### config.mk
export PLATFORM = sky130hd
export DESIGN_NAME = abf_ctrl
export DESIGN_NICKNAME = d
export VERILOG_FILES = /design/src/abf_pkg.sv /design/src/abf_ctrl.sv
export SDC_FILE = /design/constraint.sdc
export NUM_CORES = 1
export LEC_CHECK = 0
export ABC_AREA = 1
export BUFFER_PORTS_ARGS = -buffer_cell sky130_fd_sc_hd__buf_2
export CAP_MARGIN = 25
export CELL_PAD_IN_SITES_DETAIL_PLACEMENT = 1
export CELL_PAD_IN_SITES_GLOBAL_PLACEMENT = 1
export CORE_AREA = 8 8 45 47
export DETAILED_ROUTE_END_ITERATION = 10
export DIE_AREA = 0 0 53 55
export PLACE_DENSITY = 0.75
export SYNTH_ARGS = -nofsm -noshare
export SYNTH_HDL_FRONTEND = slang
export SYNTH_SLANG_ARGS = --single-unit
### constraint.sdc
create_clock -name clk -period 1.2 [get_ports clk]
set_clock_uncertainty 0.05 [all_clocks]
set_input_delay 0.24 -clock clk [delete_from_list [all_inputs] [get_ports clk]]
set_output_delay 0.24 -clock clk [all_outputs]
set_load 0.02 [all_outputs]
### src/abf_pkg.sv
`timescale 1ns / 1ps
// abf_pkg: shared types and codes for the span fill engine
// used by abf_ctrl, abf_dp and alpha_blend_span_fill
package abf_pkg;
	typedef enum logic [2:0] {
		FN_HSPAN = 3'd0,
		FN_VSPAN = 3'd1,
		FN_RECT  = 3'd2,
		FN_BG    = 3'd3,
		FN_READ  = 3'd4
	} func_t;

	typedef enum logic [2:0] {
		ST_IDLE,
		ST_SETUP,
		ST_WALK,
		ST_DRAIN,
		ST_RDWAIT,
		ST_OUT
	} state_t;

	localparam logic [2:0] REG_X0 = 3'd0;
	localparam logic [2:0] REG_Y0 = 3'd1;
	localparam logic [2:0] REG_X1 = 3'd2;
	localparam logic [2:0] REG_Y1 = 3'd3;
	localparam logic [2:0] REG_BG = 3'd4;

	typedef struct packed {
		logic load;
		logic step;
		logic rd_issue;
		logic rd_cap;
		logic clr_empty;
		logic publish;
	} cmd_t;

	typedef struct packed {
		logic empty_box;
		logic last_px;
		logic is_read;
		logic is_bg;
		logic store_empty;
	} sts_t;

	function automatic logic [7:0] mix(input logic [7:0] old, input logic [7:0] c,
			input logic [7:0] a);
		logic [16:0] s;
		logic [25:0] p;
		logic [8:0] q;
		logic [16:0] r;
		s = 17'(({8'd0, 8'd255 - a}) * 16'(old)) + 17'(16'(c) * 16'(a)) + 17'd127;
		p = 26'(s) * 26'd257;
		q = 9'(p >> 16);
		r = s - 17'(q) * 17'd255;
		if (r >= 17'd255) q = q + 9'd1;
		return q[7:0];
	endfunction
endpackage

### src/abf_ctrl.sv
`timescale 1ns / 1ps
// abf_ctrl: command sequencer for the span fill engine
// depends on abf_pkg
module abf_ctrl (
	input  logic          clk,
	input  logic          arst_n,
	input  logic          in_fire,
	input  logic          out_fire,
	input  abf_pkg::sts_t sts,
	output abf_pkg::cmd_t cmd,
	output logic          in_ready,
	output logic          out_valid
);
	abf_pkg::state_t st_q, st_d;
	logic pend_q;

	always_ff @(posedge clk or negedge arst_n) begin
		if (!arst_n) begin
			st_q <= abf_pkg::ST_IDLE;
			pend_q <= 1'b0;
		end else begin
			st_q <= st_d;
			if (st_q == abf_pkg::ST_DRAIN && st_d == abf_pkg::ST_OUT) pend_q <= 1'b1;
			else if (out_fire) pend_q <= 1'b0;
		end
	end

	always_comb begin
		st_d = st_q;
		unique case (st_q)
			abf_pkg::ST_IDLE:   if (in_fire) st_d = abf_pkg::ST_SETUP;
			abf_pkg::ST_SETUP: begin
				if (sts.empty_box || (sts.is_bg && !sts.store_empty)) st_d = abf_pkg::ST_DRAIN;
				else if (sts.is_read) st_d = abf_pkg::ST_RDWAIT;
				else st_d = abf_pkg::ST_WALK;
			end
			abf_pkg::ST_WALK:   if (sts.last_px) st_d = abf_pkg::ST_DRAIN;
			abf_pkg::ST_RDWAIT: st_d = abf_pkg::ST_DRAIN;
			abf_pkg::ST_DRAIN:  if (!pend_q) st_d = abf_pkg::ST_OUT;
			abf_pkg::ST_OUT:    st_d = abf_pkg::ST_IDLE;
			default:            st_d = abf_pkg::ST_IDLE;
		endcase
	end

	always_comb begin
		cmd = '0;
		in_ready = 1'b0;
		unique case (st_q)
			abf_pkg::ST_IDLE: begin
				in_ready = 1'b1;
				cmd.load = in_fire;
			end
			abf_pkg::ST_SETUP:
				cmd.clr_empty = sts.is_bg;
			abf_pkg::ST_WALK:   cmd.step = 1'b1;
			abf_pkg::ST_RDWAIT: cmd.rd_cap = 1'b1;
			abf_pkg::ST_DRAIN:  cmd.publish = !pend_q;
			default: ;
		endcase
	end

	assign out_valid = pend_q;
endmodule

# ---- Word-level counts from Yosys, hierarchy flattened
# Cells that the tools add are included.
dict set report word_totals {
  ff_bits 4
  wordCells 28
}
dict set report op_classes {
  reduce_logical 7
  n_mux 14
  n_eq_ne 5
}
# op count
set ops {}
lappend ops {{3-bit 2-to-1 mux} 5}
lappend ops {{3-bit case mux with 5 select lines} 1}
lappend ops {{1-bit 2-to-1 mux} 8}
lappend ops {{3-bit by 2-bit == test with 1-bit output, second input constant} 2}
lappend ops {{3-bit == test, second input constant} 2}
lappend ops {{3-bit by 1-bit == test with 1-bit output, second input constant} 1}
lappend ops {{3-bit logical NOT} 1}
lappend ops {{1-bit logical AND} 2}
lappend ops {{1-bit logical NOT} 2}
lappend ops {{2-bit nonzero test} 1}
lappend ops {{1-bit logical OR} 1}

# ---- Depth between registers and ports, before layout
dict set report depth {
  depth_word 8
  ltp_mapped 7
  ltp_nobuf 7
}

# ---- Least setup slack after synthesis
# Ideal clock, no wire load.
dict set report synth_path {
  path_type {register to output}
  startpoint {register st_q[2]}
  endpoint {output port cmd[1] (netlist bit)}
  t_arrival_ps 967
  stages_incl_launch_ff 6
  t_required_ps 910
  n_path_buf 0
  slack_ps -57
  cell_sequence {dfrtp_1 > inv_2 > nand2_1 > nor2_2 > inv_1 > nor2_1}
}
# item line_no
set synth_lines {}
lappend synth_lines {{start, declared} abf_ctrl.sv:14} ;# abf_pkg::state_t st_q, st_d;
lappend synth_lines {{start signal, assigned} abf_ctrl.sv:19} ;# st_q <= abf_pkg::ST_IDLE;
lappend synth_lines {{start signal, assigned} abf_ctrl.sv:22} ;# st_q <= st_d;
lappend synth_lines {{end, declared} abf_ctrl.sv:10} ;# output abf_pkg::cmd_t cmd,

==> run_results.csv <==
group,metric,value,unit
floorplan,core.rowCount,14,
synthesis,ys_async_sr_fraction,100,%
placement,place_congestion,0.742,
setup_path,worst_path_most_repeated_cell,"sky130_fd_sc_hd__inv_2",
synthesis,synth_area_leaders,"sky130_fd_sc_hd__dfrtp_1 (35%), sky130_fd_sc_hd__inv_1 (14%), sky130_fd_sc_hd__nand2_1 (12%)",
setup_path,biggest_fanout_along_the_worst_timing_path,4,
detailed_routing,final_antenna_net_count,0,
placement,numPortBuffers,15,
synthesis,synth.yosys.warnings,0,
timing,layout_min_cycle_time,1480,ps
synthesis,synth_edf_count,0,
setup_path,ff2ff_setup_slack,-20,ps
placement,detailedPlacementHpwl,729,µm
synthesis,syn_inst,45,
final_layout,fillerInstances,186,
placement,preCtsSetupSlack,-31.8,ps
setup_path,critPathCaptureType,"output port",
floorplan,placeableCoreArea,1380,µm²
timing,final_hold_viols,0,
synthesis,synth.lib_cells_used.distinct,14,
run,drv_cap,0,
synthesis,synth_seq_cells,4,
setup_path,start_kind,"flop",
pwr,power.density,2870,nW/µm²
pwr,leakagePower,0.000345,µW
setup_path,worstSetupPathType,"reg2out",
synthesis,synthFlopType,"sky130_fd_sc_hd__dfrtp_1",
synthesis,synth.top_cell.area_share,34.9,%
setup_path,timing.critical_path.arrival,1190,ps
synthesis,avgSynthCellArea,6.37,µm²
detailed_routing,post-route-drc-count,0,
synthesis,postSynthNetCount,54,
final_layout,synthToLayoutAreaGrowth,104,%
placement,post-place-cells,82,
timing,post-route-worst-setup-slack,-279,ps
setup_path,timing.critical_path.cells,"inv_2, nand2_2, nor2_4, inv_2, nor2_2, buf_6",
setup_path,critical_path_required,910,ps
clock_tree,clockBufferDepth,2,
floorplan,horiz_die_dim,53,µm
floorplan,die_area,2920,µm²
timing,final_report_max_slew_violation_count,0,
detailed_routing,drtIter0Drc,6,
final_layout,nNetsFinal,88,
timing,finalSetupViolCount,7,
detailed_routing,vias_per_instance,4.05,
final_layout,diode_insertion_count_for_antenna_repair,0,
clock_tree,clockRootBuffer,"sky130_fd_sc_hd__clkbuf_4",
clock_tree,clock_insertion_delay_worst_skew,240,ps
timing,unrepaired_setup_endpoints_after_global_routing,"yes",
floorplan,initial_core_util,20.7,%
synthesis,synth_area,287,µm²
grt,grt_pass1_vias,389,
synthesis,synth.top_cells.by_count,"sky130_fd_sc_hd__inv_1 (11), sky130_fd_sc_hd__nand2_1 (9), sky130_fd_sc_hd__dfrtp_1 (4), sky130_fd_sc_hd__nand3_1 (4)",
clock_tree,cts_buffer_count,3,
final_layout,final_design_area_no_fill,584,µm²
timing,period_share,123,%
setup_path,timing.critical_path.slowest_cell_delay,390,ps
synthesis,synth.yosys.seq_area_share,34.9,%
outcome,run_status,"complete, but fails checks",
clock_tree,clock-sinks,4,
grt,overflow,0,
final_layout,layout.cells.non_filler,93,
pwr,power.ir.vdd_worst,0.000949,V
final_layout,drive_above_1_share,63.6,%
min_path,hold_path_class,"in2reg",
clock_tree,htreeDepth,1,
setup_path,cp.buffers_inverters,3,
timing,max_clock_freq,676,MHz
grt,grt_start_max_net_pins,6,
placement,dpl-instance-area,429,µm²
detailed_routing,detailedRoute.firstPassIterationCount,4,
grt,grt_pass1_wl,1500,µm
floorplan,top_level_ports,17,
detailed_routing,totalWireLength,1080,µm
floorplan,vert_die_dim,55,µm
grt,globalRouteTotalUtil,7.28,%
detailed_routing,routedWlPerCell,11.6,µm
detailed_routing,via_count,377,
synthesis,synth.largest_area_cell,"sky130_fd_sc_hd__dfrtp_1",
grt,initial_antenna_violation_count,0,
setup_path,critPathTopFamily,"flip-flops",
clock_tree,tritoncts_clock_tree,"yes",
synthesis,yosysMostFrequentCell,"sky130_fd_sc_hd__inv_1",
timing,setup_total_negative_slack,-1350,ps
outcome,violations,"setup timing",
clock_tree,clkSlewWorstSetupHoldPaths,30,ps
final_layout,post-route-util,42.2,%
setup_path,slowest_stage,"sky130_fd_sc_hd__dfrtp_1",
## sequential cells by signal, summed over array words and instances (netlist names)
| name | cells |
|---|---|
| st_q | 3 |
| out_valid | 1 |
## worst reg2reg max path: stages (launching register included)
cell and delay (ps):
sky130_fd_sc_hd__dfrtp_1 360, sky130_fd_sc_hd__inv_2 70, sky130_fd_sc_hd__buf_4 130, sky130_fd_sc_hd__buf_4 130, sky130_fd_sc_hd__nand3_1 100, sky130_fd_sc_hd__nand2_2 70, sky130_fd_sc_hd__nor2_2 120, sky130_fd_sc_hd__nand2_1 80
## cell usage in the layout, fill, tap and decap left out, types with 2 or more instances in the layout
cell and n:
sky130_fd_sc_hd__buf_6 8, sky130_fd_sc_hd__nand2_1 7, sky130_fd_sc_hd__buf_4 12, sky130_fd_sc_hd__nand3_1 3, sky130_fd_sc_hd__nor2_2 3, sky130_fd_sc_hd__dfrtp_1 2, sky130_fd_sc_hd__nand4_1 2, sky130_fd_sc_hd__nand2_2 3
sky130_fd_sc_hd__inv_2 6, sky130_fd_sc_hd__buf_2 9, sky130_fd_sc_hd__nor2_1 2, sky130_fd_sc_hd__inv_1 8, sky130_fd_sc_hd__dfrtp_2 2, sky130_fd_sc_hd__clkbuf_4 3
## final cells by class
cell class	count	area [µm²]	area share, %
sequential	4	103	17.6
timing repair buffer	30	235	40.3
tap	16	20.0	3.43
clock buffer	3	22.5	3.85
inverter	14	52.6	8.99
multi-input combinational	26	151	25.9
## report_power, final
group / switching [µW] / leakage (µW) / total, µW / internal, µW
combinational: 603 / 0.000283 / 1220 / 617
sequential: 81.2 / 0.0000482 / 290 / 209
clock: 56.7 / 0.0000138 / 169 / 112
total: 741 / 0.000345 / 1680 / 939
## worst paths after layout
| check | startpoint | cells after the start | endpoint |
|---|---|---|---|
| setup / recovery | st_q[2] | 6 | cmd[1] |
| hold / removal | out_fire | 2 | out_valid |
| setup reg to reg | st_q[2] | 7 | st_q[0] |
| hold reg to reg | out_valid | 3 | out_valid |
| max in group asynchronous | arst_n | 2 | st_q[0] |
| min in group asynchronous | arst_n | 2 | st_q[1] |
## what timing repair did
item / CTS / global route
hold buffers: 1 / 0
pin swaps: 1 / 6
setup buffers: 3 / 6
setup endpoints to repair: 6 / 8
gates resized for setup: 10 / 14
endpoints found under the hold margin: 4 / 0
## metrics by stage
step	hold slack, ps	total power [µW]
4_1_cts	138	1390
6_report	139	1680
3_5_place_dp	0.0293	1070
5_1_grt	172	1810
2_1_floorplan	-106	729
3_3_place_gp	-6.24	1060
## cell families (layout without fill, tap and decap cells)
family	count (synthesis)	count (layout)	synth area share, %
buffers and inverters	15	47	21.0
and+or+nand+nor	23	23	39.3
AOI/OAI and AO/OA	2	2	3.49
DFF	4	4	34.9
other	1	1	1.31
## layer usage
layer | track usage [%] | up-vias | part of all wire (%)
li1 | - | 194 | -
met1 | 6.11 | 169 | 34
met2 | 12.7 | 12 | 58
met3 | 3.48 | 2 | 5.7
met4 | 6.47 | 0 | 1.4
met5 | 0 | - | 0
No activity file was read; power rests on OpenSTA's default activity.
